===== config.mk =====
export PLATFORM = sky130hd
export DESIGN_NAME = chtpr_front
export DESIGN_NICKNAME = d
export VERILOG_FILES = /design/src/rtl/chtpr_pkg.sv /design/src/rtl/chtpr_front.sv
export SDC_FILE = /design/constraint.sdc
export NUM_CORES = 1
export LEC_CHECK = 0
export ABC_AREA = 1
export BUFFER_PORTS_ARGS = -buffer_cell sky130_fd_sc_hd__buf_2
export CELL_PAD_IN_SITES_DETAIL_PLACEMENT = 1
export CELL_PAD_IN_SITES_GLOBAL_PLACEMENT = 1
export CORE_ASPECT_RATIO = 1.2
export CORE_MARGIN = 4
export CORE_UTILIZATION = 31
export CTS_CLUSTER_SIZE = 20
export DETAILED_ROUTE_END_ITERATION = 10
export PLACE_DENSITY = 0.84
export SYNTH_ARGS = -nofsm -noshare
export SYNTH_HDL_FRONTEND = slang
export SYNTH_SLANG_ARGS = --single-unit

===== constraint.sdc =====
create_clock -name clock -period 1.75 [get_ports clock]
set_input_delay 0.4375 -clock clock [delete_from_list [all_inputs] [get_ports clock]]
set_output_delay 0.4375 -clock clock [all_outputs]
set_load 0.005 [all_outputs]

===== src/rtl/chtpr_pkg.sv =====
// chtpr_pkg: shared types and constants of the clustered hash table probe/replace core
// used by the top level, chtpr_front and chtpr_back; depends on nothing else

package chtpr_pkg;

   localparam int KEY_W        = 64;
   localparam int CHUNK_W      = 8;
   localparam int CLUSTERS_DEF = 1024;
   localparam int WAYS_DEF     = 4;
   localparam int QUEUE_DEPTH  = 2;

   localparam logic ACT_FETCH = 1'b0;
   localparam logic ACT_SAVE  = 1'b1;

   typedef struct packed {
      logic               action;
      logic [KEY_W-1:0]   key;
      logic [7:0]         depth;
      logic [7:0]         bound;
      logic [7:0]         age;
      logic [15:0]        best_move;
      logic signed [15:0] score;
      logic               pv_node;
   } req_type;

   typedef struct packed {
      logic               valid;
      logic [KEY_W-1:0]   key;
      logic [7:0]         depth;
      logic [7:0]         bound;
      logic [7:0]         age;
      logic [15:0]        move;
      logic signed [15:0] score;
   } entry_type;

endpackage


===== src/rtl/chtpr_front.sv =====
// chtpr_front: takes requests and works out the cluster index of the key
// uses chtpr_pkg; feeds chtpr_queue

module chtpr_front #(
   parameter int  CLUSTERS = chtpr_pkg::CLUSTERS_DEF,
   localparam int IDX_W    = (CLUSTERS > 1) ? $clog2(CLUSTERS) : 1
) (
   input  logic               clock,
   input  logic               reset,
   input  logic               start,
   input  logic               hold,
   input  chtpr_pkg::req_type req,
   output logic               busy,
   input  logic               q_full,
   output logic               push,
   output logic [IDX_W-1:0]   push_idx,
   output chtpr_pkg::req_type push_req
);

   localparam bit             IS_POW2 = ((CLUSTERS & (CLUSTERS - 1)) == 0);
   localparam int             STEPS   = chtpr_pkg::KEY_W / chtpr_pkg::CHUNK_W;
   localparam int             STEP_W  = $clog2(STEPS);
   localparam logic [IDX_W:0] CL_EXT  = (IDX_W + 1)'(CLUSTERS);
   localparam logic [IDX_W-1:0] IDX_MASK = IDX_W'(CLUSTERS - 1);

   logic                 full_ff;
   logic                 fin_ff;
   logic [STEP_W-1:0]    step_ff;
   logic [IDX_W-1:0]     rem_ff;
   logic [IDX_W-1:0]     rem_in;
   chtpr_pkg::req_type   req_ff;
   logic                 accept;

   assign push     = full_ff && fin_ff && !q_full;
   assign busy     = hold || (full_ff && !push);
   assign accept   = start && !busy;
   assign push_idx = rem_ff;
   assign push_req = req_ff;

   // residue of the key by the cluster count, one key byte a cycle, msb first
   always_comb begin
      logic [chtpr_pkg::CHUNK_W-1:0] chunk;
      logic [IDX_W-1:0]              r;
      logic [IDX_W:0]                t;
      chunk = req_ff.key[chtpr_pkg::KEY_W - 1 - chtpr_pkg::CHUNK_W * step_ff -:
                         chtpr_pkg::CHUNK_W];
      r = rem_ff;
      for (int b = chtpr_pkg::CHUNK_W - 1; b >= 0; b--) begin
         t = {r, chunk[b]};
         if (t >= CL_EXT) begin
            t = t - CL_EXT;
         end
         r = t[IDX_W-1:0];
      end
      rem_in = r;
   end

   always_ff @(posedge clock) begin
      if (reset) begin
         full_ff <= 1'b0;
         fin_ff  <= 1'b0;
         step_ff <= '0;
      end else if (accept) begin
         full_ff <= 1'b1;
         fin_ff  <= IS_POW2;
         step_ff <= '0;
      end else begin
         if (push) begin
            full_ff <= 1'b0;
         end
         if (full_ff && !fin_ff) begin
            step_ff <= step_ff + 1'b1;
            if (step_ff == STEP_W'(STEPS - 1)) begin
               fin_ff <= 1'b1;
            end
         end
      end
   end

   always_ff @(posedge clock) begin
      if (accept) begin
         req_ff <= req;
         if (IS_POW2) begin
            rem_ff <= req.key[IDX_W-1:0] & IDX_MASK;
         end else begin
            rem_ff <= '0;
         end
      end else if (full_ff && !fin_ff) begin
         rem_ff <= rem_in;
      end
   end

endmodule


Yosys cells after proc, flatten, opt, wreduce, memory -nomap -nowiden
Index checks and enable logic that the tools add are counted.
{"block": "word_totals", "out_inout_bits": 134, "elab_cells": 62, "register_bits": 137}
{"block": "classes", "n_addsub": 10, "n_reduce_logical": 15, "eq_ne": 1, "n_shift": 1, "n_lt_le_gt_ge": 8, "mux": 15}
{"cell": "two-way mux 10 bit", "n": 10}
{"cell": "greater-or-equal comparator 11 bit, second input constant", "n": 8}
{"cell": "subtractor 10 x 1 -> 10 bit, second input constant", "n": 8}
{"cell": "indexed part select 71 x 33 -> 8 bit", "n": 1}
{"cell": "subtractor 6 x 6 -> 7 bit, first input constant", "n": 1}
{"cell": "nonzero test 2 bit", "n": 3}
{"cell": "logical AND 1 bit", "n": 5}
{"cell": "two-way mux 1 bit", "n": 5}
{"cell": "logical NOT 1 bit", "n": 4}
{"cell": "adder 3 x 1 -> 3 bit, second input constant", "n": 1}
{"cell": "== test 3 bit, second input constant", "n": 1}
{"cell": "AND reduction 2 bit", "n": 1}
{"cell": "OR reduction 2 bit", "n": 1}
{"cell": "logical OR 1 bit", "n": 1}

Longest topological paths before layout
Gate-level depths: netlist of the first run.
{"block": "depth", "depth_word": 20, "mapped_depth": 9, "ltp_nobuf": 7}

Worst setup path after synthesis of the first run
No wires, ideal clock.
{"block": "synth_timing", "path_kind": "input port to flip-flop", "start": "input q_full", "end": "register req_ff, in the netlist push_req[0], enable pin", "path_stages": 4, "setup_time_ns": 0.385, "required_time_ns": 1.365, "slack_ns": -0.080, "arrival_ns": 1.445, "cell_sequence": "o21ai_4 -> nand3_4 -> inv_2 -> buf_6"}
{"block": "synth_between", "elab_chain_len": 7}
{"item": "from (decl)", "line": "chtpr_front.sv:14", "source": "input logic q_full,"}
{"item": "logical NOT 1 bit", "line": "chtpr_front.sv:34", "source": "assign push = full_ff && fin_ff && !q_full;"}
{"item": "logical AND 1 bit", "line": "chtpr_front.sv:34"}
{"item": "logical NOT 1 bit", "line": "chtpr_front.sv:35", "source": "assign busy = hold || (full_ff && !push);"}
{"item": "logical AND 1 bit", "line": "chtpr_front.sv:35"}
{"item": "logical OR 1 bit", "line": "chtpr_front.sv:35"}
{"item": "logical NOT 1 bit", "line": "chtpr_front.sv:36", "source": "assign accept = start && !busy;"}
{"item": "logical AND 1 bit", "line": "chtpr_front.sv:36"}
{"item": "named net accept", "line": "chtpr_front.sv:32", "source": "logic accept;"}
{"item": "to (signal assigned)", "line": "chtpr_front.sv:82", "source": "req_ff <= req;"}
{"item": "to (decl)", "line": "chtpr_front.sv:31", "source": "chtpr_pkg::req_type req_ff;"}
The timed path passes the listed nets, and every way through them passes these cells.
A chain may end at the register's enable or synchronous reset.

Final worst setup path of the first run
{"block": "layout_timing", "start": "register fin_ff", "end": "output busy"}
{"block": "layout_between", "elab_chain_len": 5}
{"item": "from (decl)", "line": "chtpr_front.sv:27", "source": "logic fin_ff;"}
{"item": "from (signal assigned)", "line": "chtpr_front.sv:61", "source": "fin_ff <= 1'b0;"}
{"item": "from (signal assigned)", "line": "chtpr_front.sv:65", "source": "fin_ff <= IS_POW2;"}
{"item": "from (signal assigned)", "line": "chtpr_front.sv:74", "source": "fin_ff <= 1'b1;"}
{"item": "logical AND 1 bit (2 in a row)", "line": "chtpr_front.sv:34"}
{"item": "logical NOT 1 bit", "line": "chtpr_front.sv:35"}
{"item": "logical AND 1 bit", "line": "chtpr_front.sv:35"}
{"item": "logical OR 1 bit", "line": "chtpr_front.sv:35"}
{"item": "to (decl)", "line": "chtpr_front.sv:13", "source": "output logic busy,"}
No other way between the ends.

==> results of run 1 <==
==> cell families (layout without fill, tap and decap cells) <==
group	count (synthesis)	in the layout	share of synthesized area (%)
DFF	137	137	79.3
other	0	1	0
adders and majority gates	2	2	0.488
AOI/OAI and AO/OA	5	5	0.781
xor gates and xnor gates	1	1	0.171
and+or+nand+nor	164	164	13.5
buffers and inverters	69	366	5.78
==> worst paths after layout <==
check	cells past startpoint	slack (ns)	to	from
setup reg to reg	5	0.25	push_req[41]	fin_ff
hold reg to reg	2	0.58	fin_ff	fin_ff
setup / recovery	4	0.1	busy	fin_ff
hold / removal	1	0.20	push_req[87]	req[87]
==> flip-flops by register name, summed over array words and instances (netlist names) <==
register  count
fin_ff        1
push_idx     10
step_ff       3
push_req    122
full_ff       1
==> report_power, final <==
part / switching, W / internal [W] / leakage, nW
clock: 0.00136 / 0.00210 / 0.282
combinational: 0.000365 / 0.000293 / 1.83
sequential: 0.0000668 / 0.00380 / 1.27
==> layer usage <==
layer	track usage, %	routed length (um)	part of all wire, %	vias up
met5	0	40	0.24	-
met1	18.8	5950	36	1827
li1	-	-	-	1850
met2	32.0	8680	53	179
met3	7.38	1460	8.9	18
met4	4.66	203	1.2	4
==> layout by cell type (no fill, tap or decap), drive strengths merged, types with 2 or more instances in the layout <==
master / Yosys / layout
a21oi: 4 / 4
buf: 12 / 278
bufinv: 0 / 2
clkbuf: 1 / 18
clkinv: 0 / 8
dfxtp: 5 / 5
edfxtp: 132 / 132
ha: 2 / 2
inv: 56 / 59
nand2: 111 / 111
nand3: 51 / 51
nor2: 2 / 2
==> per-stage QoR <==
| stage | instances | hold slack (ns) | cell area (um^2) | utilization, % |
|---|---|---|---|---|
| after floorplan | 378 | 0.500 | 5130 | - |
| after global placement | 855 | 0.554 | 6800 | 41.9 |
| after detailed placement | 855 | 0.568 | 6800 | 41.9 |
| after CTS | 887 | 0.177 | 7370 | 45.5 |
| after global routing | 887 | 0.169 | 7370 | 45.5 |
| final | 888 | 0.198 | 7380 | 45.5 |
==> area by class of cell <==
type                            instances  share of cell area (%)
Antenna cell                            1                  0.0339
Clock buffer                           18                    5.82
Clock inverter                         14                    2.00
Inverter                               56                    2.92
Multi-Input combinational cell        172                    10.4
Sequential cell                       137                    55.1
Tap cell                              212                    3.60
Timing Repair Buffer                  278                    20.1
==> metrics, run 1 <==
max-slew violation count 0; LEAKAGE 3.39 nW; Slew headroom 78.4%; H-tree depth 4; Die Wd 125 um; RSZ-0062 raised after global routing false; Setup WS post-layout just under 0.1 ns; DR DRC count 0; TritonRoute pass-1 iters 4; max incr delay on CP between 0.3 and 0.4 ns; CP Max Fanout 4; sequential area share after synthesis about four fifths; Tcrit/Tclk final roughly 95%; Post-synth ARST share 0%; fillers about 1.8k; Post-synth EDFFs 132; sum of negative setup slack 0 ns; post-cts resize count 0; top-count cell post-synth edfxtp_1; die area approximately 0.019 mm^2; Max Fclk roughly 600 MHz; CP Data Arrival Time roughly 1.2 ns; Slew @ Worst Pin around 0.32 ns; CTS Buf Count 17; deepest clock path buffer count 2; Register Area between 0.004 and 0.005 mm^2; number of synthesized register bits 137; Pwr per Cell Area 1080 mW/mm^2; setup violators final 0; CTS tree built; DRT iter0 DRCs 160; global placer's final weighted congestion between 0.7 and 0.8; pre-CTS setup slack between 0.08 and 0.09 ns; Rows roughly 50; cell breakdown of the critical path inv_2 -> o21ai_4 -> nand2_1 -> buf_2; Layout area overhead 43.9%; area of the core around 0.016 mm^2; clk_skew between 0.004 and 0.005 ns; Critical path buffers and inverters 2; Worst-path clk slew around 0.060 ns; largest net degree at the start of global routing 36; multi-input logic area between 700 and 800 um^2; Buffers on Ports 260; clock sink count 137; gr ovfl total 0; Initial Util 31.6%; worst hold-check path type input pin to register; cts hold-fix bufs 0; root buffer cell clkbuf_16; layout cell share with drive strength beyond 1 a little under half; Final Hold Viols 0; Post-DRT Antenna Nets 0; DRT Wirelength approximately 16 mm; status complete, no violations; per-cell routed wire length between 15 and 20 um; Startpoint Class register; crit path kind register to output pin; initial antenna violation count 2; Via density 4.37; top cell type's share of synthesized area approximately 77%; cell taking the most area after synthesis edfxtp_1; final HPWL from detailed placement ~13 mm; largest cells by area after synthesis edfxtp_1 (77%), nand2_1 (8.1%), nand3_1 (4.9%); syn nets roughly 500; Required @ worst endpoint around 1.3 ns; clk_lat worst skew 0.41 ns; first-pass GRT wire length approximately 24 mm; die height 149 um; prevailing post-synth register cell edfxtp_1; GRT Util Overall 17.6%; fin crit period approximately 1.7 ns; cell class contributing the biggest share of worst-path delay flip-flops; count of different cell masters after synthesis 17; Top Ports ~260; maximum VDD drop 0.739 mV; most common library cells after synthesis edfxtp_1 (132), nand2_1 (111), inv_1 (52); Layout Nets just under 800; Cell Area, Synth ~0.0051 mm^2; CP max-delay cell dfxtp_1; Mapped Cells about 380; post-synthesis average cell area ~14 um^2; Final Total Pwr about 0.0080 W; Post-CTS Setup Bufs 0; vias in the first global route 4,277; CP Capture Type output pin; vias after detailed routing ~3.9k; MaxCap Viol Count 0; Ys Warns 0
Note: power is estimated with default switching activity, not from simulation.
==> run 2: changes to the inputs <==
Settings changed: REMOVE_ABC_BUFFERS set to 1, SETUP_SLACK_MARGIN set to 0.2.
==> run 2 against run 1 <==
Clock power up 4%. Cell count down 0.23%. Sequential power about the same. Worst hold slack worse by 0.0053 ns. Clock-buffer cell count unchanged. Global-route usage about the same. Cell area up 0.56%. Combinational power about the same. Flip-flop and latch count unchanged. Critical path type unchanged. Largest power group unchanged.
==> metrics, run 2 (synthesis results as in run 1) <==
vias after detailed routing 3,889; pre-CTS setup slack roughly 0.094 ns; Die Wd 125 um; maximum VDD drop between 0.8 and 0.9 mV; Required @ worst endpoint ~1.3 ns; clk_lat worst skew 0.41 ns; Comb pwr share under 10%; MaxCap Viol Count 0; CTS tree built; Setup WS post-layout 0.200 ns; Final Hold Viols 0; CP Capture Type output pin; Max Fclk around 640 MHz; Layout area overhead 44.7%; Hold Path Depth 1; # diodes 0; CTS Buf Count 17; grt met3 use 6.98%; root buffer cell clkbuf_16; Initial Util a little under a third; final HPWL from detailed placement between 10 and 15 mm; Layout Nets just under 800; Worst-path clk slew approximately 0.060 ns; flip-flop count of the largest register after layout between 100 and 150; GRT Util Overall ~18%; Post-DRT Antenna Nets 0; Clk pwr share approximately 44%; first-pass GRT wire length 24.7 mm; Buffers on Ports 260; Via density 4.39; cts hold-fix bufs 0; Internal Dissipation 0.00623 W; DR DRC count 0; GR Util met1 a little under a fifth; dpl cell area between 0.006 and 0.007 mm^2; met2 usage roughly 32%; setup violators final 0; largest net degree at the start of global routing 61; clk_skew 0.00735 ns; sequential share of power 47.6%; die height roughly 150 um; sw frac a little under a quarter; clock sink count 137; Startpoint Class register; TritonRoute pass-1 iters 4; layout cell share with drive strength beyond 1 between 40% and 50%; crit path kind register to output pin; Slew @ Worst Pin between 0.4 and 0.5 ns; per-cell routed wire length approximately 18 um; gr ovfl total 0; Finished Core Util between 40% and 50%; RSZ-0062 raised after global routing true; Slew headroom approximately 70%; LEAKAGE about 3.4 nW; fin crit period between 1.5 and 2 ns; deepest clock path buffer count 2; most common cell after layout, fill and taps aside buf_2; DRT Wirelength roughly 16 mm; CP Data Arrival Time roughly 1.1 ns; Top Ports between 200 and 300; Tcrit/Tclk final 88.6%; Pwr per Cell Area ~1100 mW/mm^2; vias in the first global route about 4.5k; initial antenna violation count 1; worst r2r path cells 6; global placer's final weighted congestion 0.716; design area ~0.0074 mm^2; GRT Max-Usage Layer met2; Rows 51; status complete, no violations; DRT iter0 DRCs 142; Psw approximately 0.0019 W; worst hold-check path type input pin to register; most frequent cells in the layout buf_2 (260), edfxtp_1 (132), nand2_1 (111); H-tree depth 4; max-slew violation count 0; area of the core 0.0162 mm^2; die area 0.0187 mm^2; CP Max Fanout 3
-- run 2: changes by cell type in the layout (fill, tap and decap cells not counted), sizes merged --
cell      delta
inv          +5
buf          -2
clkinv       -6
clkbuf       +1
diode        -1
clkinvlp     +1
-- run 2: critical path, stage by stage, from the launching register on --
cell	delay [ns]
dfxtp_4	0.36
inv_4	0.04
o21ai_4	0.12
nand2_1	0.06
buf_2	0.12
-- run 2: metrics by stage --
| step | TNS, ns | std cells | power (W) | hold slack, ns |
|---|---|---|---|---|
| floorplan | -114.32 | 365 | 0.00415 | 0.500 |
| global placement | 0 | 848 | 0.00456 | 0.553 |
| detailed placement | 0 | 848 | 0.00459 | 0.577 |
| CTS | 0 | 884 | 0.00821 | 0.174 |
| global route | 0 | 886 | 0.00847 | 0.169 |
| finish | 0 | 886 | 0.00813 | 0.193 |
-- run 2: path summary, 6_finish.rpt --
kind	from	to	slack (ns)
max	fin_ff	busy	0.20
min	req[52]	push_req[52]	0.19
max reg2reg	fin_ff	push_req[30]	0.25
min reg2reg	push_idx[0]	push_idx[8]	0.59
-- run 2: power by group through the flow --
stage	logic, W	registers, W	clock network, W
floorplan	0.000189	0.00396	0
global placement	0.000624	0.00393	0
detailed placement	0.000647	0.00394	0
CTS	0.000662	0.00387	0.00367
global route	0.000741	0.00388	0.00384
finish	0.000659	0.00387	0.00360
-- run 2: cell type report --
| cell class | count | area [um^2] |
|---|---|---|
| Sequential cell | 137 | 4080 |
| Multi-Input combinational cell | 172 | 766 |
| Tap cell | 212 | 265 |
| Clock inverter | 14 | 160 |
| Fill cell | 1842 | 8790 |
| Timing Repair Buffer | 277 | 1510 |
| Inverter | 56 | 215 |
| Clock buffer | 18 | 429 |
-- run 2: repair_timing --
action / CTS / global route
setup buffers: 4 / 1
gates cloned: 0 / 1
pin swaps: 1 / 1
setup endpoints to repair: 2 / 72
gates resized for setup: 4 / 4
-- run 2: routing by layer --
metal | vias to the layer above | share of wire (%)
met5 | - | 0.049
met4 | 2 | 1.1
met3 | 16 | 8.6
met2 | 186 | 55
met1 | 1845 | 35
li1 | 1840 | -
