`src/rtl/chtpr_queue.sv`:
```
// chtpr_queue: small fifo between the front and the back of the core
// generic width and depth; no package dependency

module chtpr_queue #(
   parameter int WIDTH = 8,
   parameter int DEPTH = 2
) (
   input  logic             clock,
   input  logic             reset,
   input  logic             push,
   input  logic [WIDTH-1:0] push_data,
   output logic             full,
   input  logic             pop,
   output logic [WIDTH-1:0] pop_data,
   output logic             not_empty
);

   localparam int PTR_W = (DEPTH > 1) ? $clog2(DEPTH) : 1;
   localparam int CNT_W = $clog2(DEPTH + 1);

   logic [WIDTH-1:0] slot_ff [DEPTH];
   logic [PTR_W-1:0] wr_ptr_ff, wr_ptr_in;
   logic [PTR_W-1:0] rd_ptr_ff, rd_ptr_in;
   logic [CNT_W-1:0] count_ff, count_in;

   assign full      = (count_ff == CNT_W'(DEPTH));
   assign not_empty = (count_ff != '0);
   assign pop_data  = slot_ff[rd_ptr_ff];

   always_comb begin
      wr_ptr_in = wr_ptr_ff;
      rd_ptr_in = rd_ptr_ff;
      count_in  = count_ff;
      if (push) begin
         wr_ptr_in = (wr_ptr_ff == PTR_W'(DEPTH - 1)) ? '0 : wr_ptr_ff + 1'b1;
      end
      if (pop) begin
         rd_ptr_in = (rd_ptr_ff == PTR_W'(DEPTH - 1)) ? '0 : rd_ptr_ff + 1'b1;
      end
      if (push && !pop) begin
         count_in = count_ff + 1'b1;
      end else if (pop && !push) begin
         count_in = count_ff - 1'b1;
      end
   end

   always_ff @(posedge clock) begin
      if (reset) begin
         wr_ptr_ff <= '0;
         rd_ptr_ff <= '0;
         count_ff  <= '0;
      end else begin
         wr_ptr_ff <= wr_ptr_in;
         rd_ptr_ff <= rd_ptr_in;
         count_ff  <= count_in;
      end
   end

   always_ff @(posedge clock) begin
      if (push) begin
         slot_ff[wr_ptr_ff] <= push_data;
      end
   end

endmodule

```
`config.mk`:
```
export PLATFORM = sky130hd
export DESIGN_NAME = chtpr_queue
export DESIGN_NICKNAME = d
export VERILOG_FILES = /design/src/rtl/chtpr_queue.sv
export SDC_FILE = /design/constraint.sdc
export NUM_CORES = 1
export LEC_CHECK = 0
export ABC_AREA = 1
export ABC_CLOCK_PERIOD_IN_PS = 1500
export BUFFER_PORTS_ARGS = -buffer_cell sky130_fd_sc_hd__buf_2
export CORE_MARGIN = 10
export CORE_UTILIZATION = 44
export CTS_CLUSTER_DIAMETER = 150
export DETAILED_ROUTE_END_ITERATION = 10
export GPL_TIMING_DRIVEN = 0
export HOLD_SLACK_MARGIN = 0.06
export PLACE_DENSITY = 0.77
export RECOVER_POWER = 50
export SLEW_MARGIN = 10
export SYNTH_ARGS = -nofsm -noshare
export SYNTH_HDL_FRONTEND = slang
export SYNTH_SLANG_ARGS = --single-unit
```
`constraint.sdc`:
```
create_clock -name clock -period 1.5 [get_ports clock]
set_input_delay 0 -clock clock [delete_from_list [all_inputs] [get_ports clock]]
set_output_delay 0 -clock clock [all_outputs]
set_load 0.05 [all_outputs]
```
Word level (Yosys, flattened, before mapping)
Memories as Yosys holds them, arrays and structs flattened. A register that Yosys moved wholly into a read port is not among the register bits.
Index checks and enable logic that the tools add are counted.
- bits in registers: 4
- memories: 1
- output and inout bits: 10
- bits in writable memories: 16
- input bits: 12
- logic and storage cells: 23
- equal/unequal tests: 1
- mux-type cells: 8
- add/subtract/negate cells: 4
- reduce and logical (&&, ||, !) cells: 6
- memories (name ; words ; bits a word ; read ports ; clocked after Yosys merged registers in ; wr ports ; RTL line ; RTL):
    slot_ff ; 2 ; 8 ; 1 ; 1 ; 1 ; 21 ; logic [WIDTH-1:0] slot_ff [DEPTH];
- operators by type and width (kind ; count):
    1-bit two-way mux ; 6
    2-bit two-way mux ; 2
    2-bit nonzero test ; 2
    1-bit adder, second input constant ; 2
    2-bit by 1-bit adder with 2-bit output, second input constant ; 1
    2-bit equality test, second input constant ; 1
    1-bit logical AND ; 2
    1-bit logical NOT ; 2
    2-bit by 1-bit subtractor with 2-bit output, second input constant ; 1

Longest topological paths before layout
Gate-level depths: netlist (run 1).
- word-level depth: 4
- mapped depth: 8
- gate-level depth less buffers: 8

Least setup slack after synthesis (run 1)
No wires, ideal clock.
- path type: reg2reg
- start point: register wr_ptr_ff
- end point: memory slot_ff[0][0] (enable)
- cell stages (with the launch flop): 2
- setup time: 0.370 ns
- arrival: 0.687 ns
- slack: 0.442 ns
- data required time: 1.130 ns
- path through: dfxtp_1 > nor2_1
- RTL lines (item ; RTL line ; RTL):
    start: declaration ; 22 ; logic [PTR_W-1:0] wr_ptr_ff, wr_ptr_in;
    start signal: assignment ; 53 ; wr_ptr_ff <= wr_ptr_in;
    end: declaration ; 21 ;
No word-level cell before the write port.

Final worst setup path (run 1)
- start point: input port push
- end point: memory slot_ff[0][1] (enable)
- cells in the longest elaborated chain, start to end: 2
- ends and longest elaborated chain (item ; RTL line ; RTL):
    start: declaration ; 10 ; input logic push,
    1-bit two-way mux ; 60 ; if (push) begin
    1-bit two-way mux (implied by the code) ; 61 ; slot_ff[wr_ptr_ff] <= push_data;
No other way between the ends.

==> metrics.txt, run 1 <==
vias in the first global route=608; Port Buf Inserts=21; total routed wirelength=between 1500 and 2000 µm; P_int=just under 0.9 mW; EDFF count, synth=16; die width=63.72 µm; Register Area=580.6 µm²; number of sinks on the clock net=21; total of warnings raised by yosys=0; cell chosen for the clock root=sky130_fd_sc_hd__clkbuf_4; initial detailed-routing violation count=13; Comb pwr share=0.239; number of endpoints with negative hold slack in the final report=0; Tmin final=1.315 ns; first-pass iteration count of the detailed router=2; Worst R2R Setup Slack=between 0.2 and 0.25 ns; Maximum Capacitance Violations=0; Post-DRT Antenna Nets=0; highest clock rate=~760 MHz; count of cell types in the netlist=16; number of nets produced by synthesis=71; post-CTS resize count=0; syn_area_per_cell=14.50 µm²; type of the worst setup path=in2reg; netlist area before placement=840.8 µm²; critical path fanouts, max=8; async set-reset flop share out of synthesis=0; number of top-level pins=22; Max Transition Viols Final=0; Synth top cells by count=sky130_fd_sc_hd__edfxtp_1, sky130_fd_sc_hd__inv_1, sky130_fd_sc_hd__mux2_4; arrival time worst endpoint=1.25 ns; placer congestion estimate=0.6230; total clock buffers created by CTS=3; number of filler cells placed in the layout=170; half-perimeter wire length after placement=1127 µm; number of standard-cell rows in the floorplan=15; worst min-delay path class=in2reg; part of the power in registers=0.553; Syn Inst Count=a little under 60; required time of the critical path=1.43 ns; sequential fraction of the synthesis area=0.6905; leading post-synthesis cells by cell area=sky130_fd_sc_hd__edfxtp_1, sky130_fd_sc_hd__mux2_4, sky130_fd_sc_hd__dfxtp_1, sky130_fd_sc_hd__inv_1, sky130_fd_sc_hd__nor2_1; element type at the critical path end=register; accumulated negative setup slack=0 ns; share of post-route cells with drive strength above 1=0.2842; starting utilization of the core area=0.4766; flop and latch count out of synthesis=21; Vias per Instance=4.417; worst skew pair latency=approximately 0.28 ns; net switching power of the design=0.3507 mW; result of the run=complete, no violations; initial antenna violation count=0; top cell type's share of synthesized area=0.5714; cell taking the most area after synthesis=sky130_fd_sc_hd__edfxtp_1; detail-routed net length per standard cell=between 10 and 15 µm; Primary FF master, synth=sky130_fd_sc_hd__edfxtp_1; DIE AREA=roughly 4100 µm²; Worst Tran Pin Value=0.7146 ns; via count=between 500 and 600; GRT Overall Usage=0.08145; Clock power frac=0.208; IR Drop Worst-Case VDD=594.6 µV; switching portion of total power=0.2858; RSZ-0062 raised after global routing=no; most frequent cell after synthesis=sky130_fd_sc_hd__edfxtp_1; # diodes=0; CTS tree=done; total area of multi-input combinational cells=215.2 µm²; Critical Path Source Type=input pin; number of instances in the placed design=~100; largest net degree at the start of global routing=12; vertical die dimension=63.72 µm; clock transition at the registers of the reported paths=about 0.11 ns; nets=109; layout-stage area growth over the synthesis result=32.44%; Finish-stage setup viols=0; clk_skew=0.0008441 ns; worst-case clock buffer depth=2; final instance count without filler cells=120; number of design rule violations left after detail routing=0; overall power of the completed layout=~1.2 mW; total global routing overflow=0; Leakage Power=0.4767 nW; area of the core region=~1800 µm²; H-tree depth reported by CTS=1; worst slew slack as a fraction of its limit=0.5219; period utilisation layout=0.8769; power per unit of standard cell area=1102 nW/µm²; first-pass GRT wire length=2739 µm
## layout make-up
class | count | area share
multi-input combinational | 27 | 0.1933
tap | 25 | 0.02809
inverter | 9 | 0.03034
clock buffer | 4 | 0.02360
buffer | 1 | 0.01011
timing repair buffer | 33 | 0.1933
sequential | 21 | 0.5213
## per-layer routing
metal	vias to the layer above	routed length, µm	global-route usage
li1	272	-	-
met1	240	649	0.08887
met2	16	757	0.1394
met3	2	118	0.04064
met4	0	6	0.01639
met5	-	0	0
## cells in the final DEF, fill, tap and decap left out, drive strengths merged
cell         synthesis  layout
a21oi                1       1
buf                  1      14
clkbuf               0      12
dfxtp                5       5
dlygate4sd3          0      12
edfxtp              16      16
ha                   1       1
inv                  9       9
mux2                 8       8
nand2                6       6
nand3                1       1
nand4                1       1
nor2                 6       6
nor3                 1       1
o21ai                1       1
xnor2                1       1
## registers in the layout, indices dropped and copies added, names as in the netlist, named ones only
register	flops
slot_ff	16
wr_ptr_ff	1
count_ff	2
rd_ptr_ff	1
## logic make-up (layout without fill, tap and decap cells)
logic type / after synthesis / after routing / share of synthesized area
xor gates and xnor gates: 1 / 1 / 0.01042
DFF: 21 / 21 / 0.6905
AOI/OAI and AO/OA: 2 / 2 / 0.01189
adders and majority gates: 1 / 1 / 0.01488
muxes: 8 / 8 / 0.1429
and+or+nand+nor: 15 / 15 / 0.07589
buffers and inverters: 10 / 47 / 0.05357
## path summary, 6_finish.rpt
check,cells after the start,end,start
worst max register to register,1,slot_ff[0][1],wr_ptr_ff
worst min register to register,2,count_ff[0],count_ff[0]
worst max-delay path,4,slot_ff[0][1],push
worst min-delay path,2,slot_ff[1][6],push_data[6]
## power groups by stage
stage	combinational [mW]	sequential, mW	clock, mW
after floorplan	0.214	0.689	0
after global placement	0.267	0.690	0
after detailed placement	0.273	0.693	0
after CTS	0.299	0.680	0.257
after global routing	0.319	0.683	0.288
final	0.293	0.679	0.255
## per-stage QoR
stage / util / worst slack [ns] / area (µm²) / hold WS [ns]
final: 0.6312 / 0.1846 / 1114 / 0.4327
after global routing: 0.6312 / 0.07957 / 1114 / 0.4301
after CTS: 0.6369 / 0.1915 / 1124 / 0.4315
after detailed placement: 0.5539 / 0.2486 / 977.2 / 0.1915
after global placement: 0.5539 / 0.2841 / 977.2 / 0.1881
after floorplan: - / 0.4421 / 840.8 / 0.07238
## worst max-delay path: stages
cell	delay, ns
sky130_fd_sc_hd__dlygate4sd3_1	0.52
sky130_fd_sc_hd__buf_2	0.14
sky130_fd_sc_hd__inv_1	0.04
sky130_fd_sc_hd__nor2_1	0.54
## what timing repair did
item	CTS	global route
hold buffers	12	0
setup buffers	0	0
hold endpoints to repair	21	0
No activity file was read; power rests on OpenSTA's default activity.
==> run 2, diff against run 1 <==
--- a/config.mk
+++ b/config.mk
@@ -14,7 +14,7 @@
 export DETAILED_ROUTE_END_ITERATION = 10
 export GPL_TIMING_DRIVEN = 0
 export HOLD_SLACK_MARGIN = 0.06
-export PLACE_DENSITY = 0.77
+export PLACE_DENSITY = 0.65
 export RECOVER_POWER = 50
 export SLEW_MARGIN = 10
 export SYNTH_ARGS = -nofsm -noshare
==> run 2 against run 1 <==
Effect of this change:
- utilization rose by 0.21 points
- sequential power about the same
- clock skew hardly changed
- die area did not move
- combinational power about the same
- final cell count unchanged
- maximum frequency increased by 0.91%
- total power shrank 0.15%
- critical path type is now reg2out
- largest power group unchanged
==> metrics.txt, run 2 (same netlist as run 1, synthesis figures left out) <==
period utilisation layout=0.8690 (-0.007937); total clock buffers created by CTS=3 (unchanged); worst slew slack as a fraction of its limit=0.5403 (+0.01849); share of post-route cells with drive strength above 1=0.3158 (+0.03158); starting utilization of the core area=0.4766 (unchanged); Finish-stage setup viols=0 (unchanged); post-CTS resize count=0 (unchanged); accumulated negative setup slack=0 ns (unchanged); number of sinks on the clock net=21 (unchanged); registers with the most flip-flops=slot_ff x16, count_ff x2; RSZ-0062 raised after global routing=no; most common cell after layout, fill and taps aside=sky130_fd_sc_hd__edfxtp_1; Clock power frac=0.207 (about the same); nets=109 (unchanged); initial antenna violation count=0 (unchanged); DIE AREA=4060 µm² (unchanged); half-perimeter wire length after placement=1036 µm (-8.1%); number of instances in the placed design=104 (unchanged); commonest cells after routing, fill and taps aside=sky130_fd_sc_hd__edfxtp_1, sky130_fd_sc_hd__buf_2, sky130_fd_sc_hd__dlygate4sd3_1, sky130_fd_sc_hd__mux2_4, sky130_fd_sc_hd__inv_1; Maximum Capacitance Violations=0 (unchanged); required time of the critical path=1.50 ns (+0.07 ns); max FFs per register=16 (unchanged); Port Buf Inserts=21 (unchanged); number of filler cells placed in the layout=156 (-8.2%); vertical die dimension=63.72 µm (unchanged); first-pass GRT wire length=2546 µm (-7.0%); final instance count without filler cells=120 (unchanged); largest register by flop count=slot_ff; vias in the first global route=604 (-0.66%); total area of multi-input combinational cells=215.2 µm² (unchanged); Vias per Instance=4.567 (+3.4%); worst hold slack after final layout=0.4289 ns (-0.003799 ns); detail-routed net length per standard cell=11.80 µm (-7.5%); Leakage Power=0.4849 nW (+1.7%); total global routing overflow=0 (unchanged); Comb pwr share=0.239 (about the same); largest net degree at the start of global routing=13 (+1); Worst Tran Pin Value=0.6869 ns (-0.02763 ns); worst-case clock buffer depth=2 (unchanged); worst min-delay path class=in2reg; net switching power of the design=0.3524 mW (+0.51%); area of the core region=1764 µm² (unchanged); total routed wirelength=1416 µm (-7.5%); number of standard-cell rows in the floorplan=15 (unchanged); # diodes=0 (unchanged); worst skew pair latency=0.29 ns (about the same); via count=548 (+3.4%); number of design rule violations left after detail routing=0 (unchanged); Post-DRT Antenna Nets=0 (unchanged); layout-stage area growth over the synthesis result=32.89%; die width=63.72 µm (unchanged); part of the power in registers=0.554 (about the same); critical path fanouts, max=8 (unchanged); P_int=0.8729 mW (-0.41%); switching portion of total power=0.2876 (+0.001872); clock transition at the registers of the reported paths=0.11 ns (about the same); Tmin final=1.303 ns (-0.01191 ns); Critical Path Source Type=register; arrival time worst endpoint=1.30 ns (+0.05 ns); number of endpoints with negative hold slack in the final report=0 (unchanged); result of the run=complete, no violations; CTS tree=done; clk_skew=0.0006934 ns (-0.0001508 ns); Register Area=580.6 µm² (unchanged); end-of-flow core utilization=0.6333 (+0.002127); placer congestion estimate=0.6536 (+4.9%); power per unit of standard cell area=1097 nW/µm² (-0.48%); element type at the critical path end=output pin; GRT Overall Usage=0.07742 (-0.004030); cell chosen for the clock root=sky130_fd_sc_hd__clkbuf_4; IR Drop Worst-Case VDD=681.4 µV (+15%); first-pass iteration count of the detailed router=3 (+1); type of the worst setup path=reg2out; Max Transition Viols Final=0 (unchanged); H-tree depth reported by CTS=1 (unchanged); initial detailed-routing violation count=10 (-3); number of top-level pins=22 (unchanged); highest clock rate=767.2 MHz (+0.91%)
-- run 2: cell count changes in the layout (fill, tap and decap cells not counted) --
cell	change
sky130_fd_sc_hd__clkbuf_1	-3
sky130_fd_sc_hd__clkinv_2	+1
sky130_fd_sc_hd__buf_2	+2
-- run 2: per-layer routing --
layer | track usage | vias up | routed length (µm)
met5 | 0 | - | 0
met4 | 0.03279 | 0 | 11
met3 | 0.03004 | 2 | 63
met2 | 0.1420 | 16 | 742
met1 | 0.07536 | 259 | 598
li1 | - | 271 | -
-- run 2: through the flow --
| step | worst slack, ns | area [µm²] | power (mW) |
|---|---|---|---|
| after floorplan | 0.4421 | 840.8 | 0.9026 |
| after global placement | 0.2686 | 977.2 | 0.9577 |
| after detailed placement | 0.2508 | 977.2 | 0.9653 |
| after CTS | 0.1800 | 1125 | 1.239 |
| after global routing | 0.09921 | 1117 | 1.287 |
| final | 0.1965 | 1117 | 1.225 |
-- run 2: cell type report --
type / instances / share of cell area
buffer: 1 / 0.01008
clock inverter: 1 / 0.004479
inverter: 9 / 0.03024
clock buffer: 3 / 0.02016
timing repair buffer: 33 / 0.1948
sequential: 21 / 0.5196
multi-input combinational: 27 / 0.1926
tap: 25 / 0.02800
-- run 2: path summary, 6_finish.rpt --
kind	start	end	slack, ns	cells after the start
setup / recovery	register	pop_data[6]	0.20	3
hold / removal	push_data[1]	slot_ff[0][1]	0.43	2
setup reg to reg	wr_ptr_ff	slot_ff[0][0]	0.26	1
hold reg to reg	wr_ptr_ff	wr_ptr_ff	0.53	2
-- run 2: timing repair --
item / in CTS / in global routing
hold buffers: 12 / 0
buffers inserted: 0 / 0
endpoints found under the hold margin: 21 / 0
endpoints found under the setup margin: 0 / 0
-- run 2: power by group through the flow --
stage	clock network (mW)	logic (mW)	registers [mW]
finish	0.253	0.293	0.679
global route	0.287	0.316	0.683
CTS	0.261	0.299	0.679
detailed placement	0	0.273	0.692
global placement	0	0.268	0.690
floorplan	0	0.214	0.689
-- run 2: worst max-delay path, cell delays in order (launching register included) --
cell                      delay, ns
sky130_fd_sc_hd__dfxtp_1       0.34
sky130_fd_sc_hd__buf_6         0.16
sky130_fd_sc_hd__mux2_4        0.30
sky130_fd_sc_hd__buf_2         0.21
==> run 3, diff against run 2 <==
--- a/config.mk
+++ b/config.mk
@@ -15,7 +15,7 @@
 export GPL_TIMING_DRIVEN = 0
 export HOLD_SLACK_MARGIN = 0.06
 export PLACE_DENSITY = 0.65
-export RECOVER_POWER = 50
+export RECOVER_POWER = 100
 export SLEW_MARGIN = 10
 export SYNTH_ARGS = -nofsm -noshare
 export SYNTH_HDL_FRONTEND = slang
==> run 3 against run 2 <==
Effect of this change:
- non-clock buffer count did not move
- worst setup slack got worse by 0.026 ns
- clock power barely moved
- first-iteration DRC count fell by 10%
- clock skew did not move
- largest power group unchanged
- highest routed layer unchanged
==> metrics.txt, run 3 (same netlist as run 1, synthesis figures left out) <==
part of the power in registers=0.555 (about the same); critical path fanouts, max=8 (unchanged); cell type group with the largest total delay on the critical path=buffers and inverters; cell-by-cell listing of the critical path=buf_6 > mux2_4 > clkbuf_2; total clock buffers created by CTS=3 (unchanged); vias in the first global route=604 (unchanged); commonest cells after routing, fill and taps aside=sky130_fd_sc_hd__edfxtp_1, sky130_fd_sc_hd__dlygate4sd3_1; number of top-level pins=22 (unchanged); via count=548 (unchanged); H-tree depth reported by CTS=1 (unchanged); result of the run=complete, no violations; count of hold-fix buffers inserted at cts=12 (unchanged); area of the core region=1764 µm² (unchanged); initial antenna violation count=0 (unchanged); Critical Path Source Type=register; number of standard-cell rows in the floorplan=15 (unchanged); slowest CP cell=sky130_fd_sc_hd__dfxtp_1; GR Layer Usage met3=0.03004 (unchanged); Leakage Power=0.4798 nW (-1.1%); post-CTS resize count=0 (unchanged); RSZ-0062 raised after global routing=no; first-pass GRT wire length=2546 µm (unchanged); number of sinks on the clock net=21 (unchanged); detail-routed net length per standard cell=11.77 µm (-0.28%); # diodes=0 (unchanged); period utilisation layout=0.8866 (+0.01764); arrival time worst endpoint=1.33 ns (+0.03 ns); number of endpoints with negative hold slack in the final report=0 (unchanged); max FFs per register=16 (unchanged); Post-Place Cell Area=977.2 µm² (unchanged); path depth of the worst reg2reg path=1 (unchanged); clock transition at the registers of the reported paths=0.11 ns (about the same); Tmin final=1.330 ns (+0.02646 ns); worst-case clock buffer depth=2 (unchanged); placer congestion estimate=0.6536 (unchanged); Worst Tran Pin Value=0.6838 ns (-0.003136 ns); accumulated negative setup slack=0 ns (unchanged); power per unit of standard cell area=1097 nW/µm² (about the same); cell area after layout=1115 µm² (-0.22%); depth of the critical timing path with buffers and inverters included=3 (unchanged); type of the worst setup path=reg2out; Port Buf Inserts=21 (unchanged); number of setup buffers added after CTS=0 (unchanged); clk_skew=0.0006934 ns (unchanged); Vias per Instance=4.567 (unchanged); Comb pwr share=0.238 (about the same); total routed wirelength=1412 µm (-0.28%); worst hold slack after final layout=0.4289 ns (-0.00004100 ns); global routing met1 resource utilization=0.07536 (unchanged); end-of-flow core utilization=0.6319 (-0.001418); vertical die dimension=63.72 µm (unchanged); cell chosen for the clock root=sky130_fd_sc_hd__clkbuf_4; highest clock rate=751.9 MHz (-2.0%); Finish-stage setup viols=0 (unchanged); initial detailed-routing violation count=9 (-1); number of instances in the placed design=104 (unchanged); delay of the slowest cell on the worst path=0.34 ns (about the same); total global routing overflow=0 (unchanged); most common cell after layout, fill and taps aside=sky130_fd_sc_hd__edfxtp_1; final instance count without filler cells=120 (unchanged); CTS tree=done; Clock power frac=0.207 (about the same); nets=109 (unchanged); IR Drop Worst-Case VDD=670.4 µV (-1.6%); Post-DRT Antenna Nets=0 (unchanged); share of post-route cells with drive strength above 1=0.2947 (-0.02105); layout-stage area growth over the synthesis result=32.59%; registers with the most flip-flops=slot_ff x16, count_ff x2; number of design rule violations left after detail routing=0 (unchanged); first-pass iteration count of the detailed router=3 (unchanged); hold path cells=2 (unchanged); element type at the critical path end=output pin; worst min-delay path class=in2reg; half-perimeter wire length after placement=1036 µm (unchanged); P_int=0.8699 mW (-0.34%); largest register by flop count=slot_ff; GRT Overall Usage=0.07742 (unchanged); starting utilization of the core area=0.4766 (unchanged); Maximum Capacitance Violations=0 (unchanged); worst slew slack as a fraction of its limit=0.5424 (+0.002098); Max Transition Viols Final=0 (unchanged); DIE AREA=4060 µm² (unchanged); peak-usage layer in the global routing report=met2; switching portion of total power=0.2888 (+0.001185); crit path buf inv count=2 (unchanged); worst skew pair latency=0.29 ns (about the same); required time of the critical path=1.50 ns (about the same); net switching power of the design=0.3533 mW (+0.24%); largest net degree at the start of global routing=13 (unchanged); die width=63.72 µm (unchanged); met2 usage=0.1420 (unchanged)
==> run 3: cell count changes in the layout (fill, tap and decap cells not counted) <==
cell                       delta
sky130_fd_sc_hd__buf_2       -10
sky130_fd_sc_hd__clkbuf_2     +8
sky130_fd_sc_hd__clkbuf_1     +2
==> run 3: power by group through the flow <==
stage	combinational, mW	clock (mW)	sequential (mW)
2_1_floorplan	0.214	0	0.689
3_3_place_gp	0.268	0	0.690
3_5_place_dp	0.273	0	0.692
4_1_cts	0.299	0.261	0.679
5_1_grt	0.314	0.287	0.683
6_report	0.291	0.253	0.679
==> run 3: final timing paths <==
| kind | from | end | slack [ns] |
|---|---|---|---|
| max | register | pop_data[6] | 0.17 |
| min | push_data[1] | slot_ff[0][1] | 0.43 |
| min reg2reg | wr_ptr_ff | wr_ptr_ff | 0.53 |
| max reg2reg | wr_ptr_ff | slot_ff[0][0] | 0.26 |
==> run 3: metal layers <==
layer	part of all wire	routed length, µm	up-vias
met1	0.42	595	259
met2	0.53	744	16
li1	-	-	271
met4	0.0078	11	0
met5	0	0	-
met3	0.042	60	2
==> run 3: per-stage QoR <==
stage | setup slack [ns] | power, mW
3_3_place_gp | 0.2686 | 0.9577
5_1_grt | 0.09921 | 1.285
4_1_cts | 0.1800 | 1.239
6_report | 0.1701 | 1.223
2_1_floorplan | 0.4421 | 0.9026
3_5_place_dp | 0.2508 | 0.9653
==> run 3: final cells by class <==
cell class | instances | area (µm²)
multi-input combinational | 27 | 215.2
fill | 158 | 649.4
clock inverter | 1 | 5.005
clock buffer | 3 | 22.52
sequential | 21 | 580.6
buffer | 1 | 11.26
tap | 25 | 31.28
inverter | 9 | 33.78
timing repair buffer | 33 | 215.2
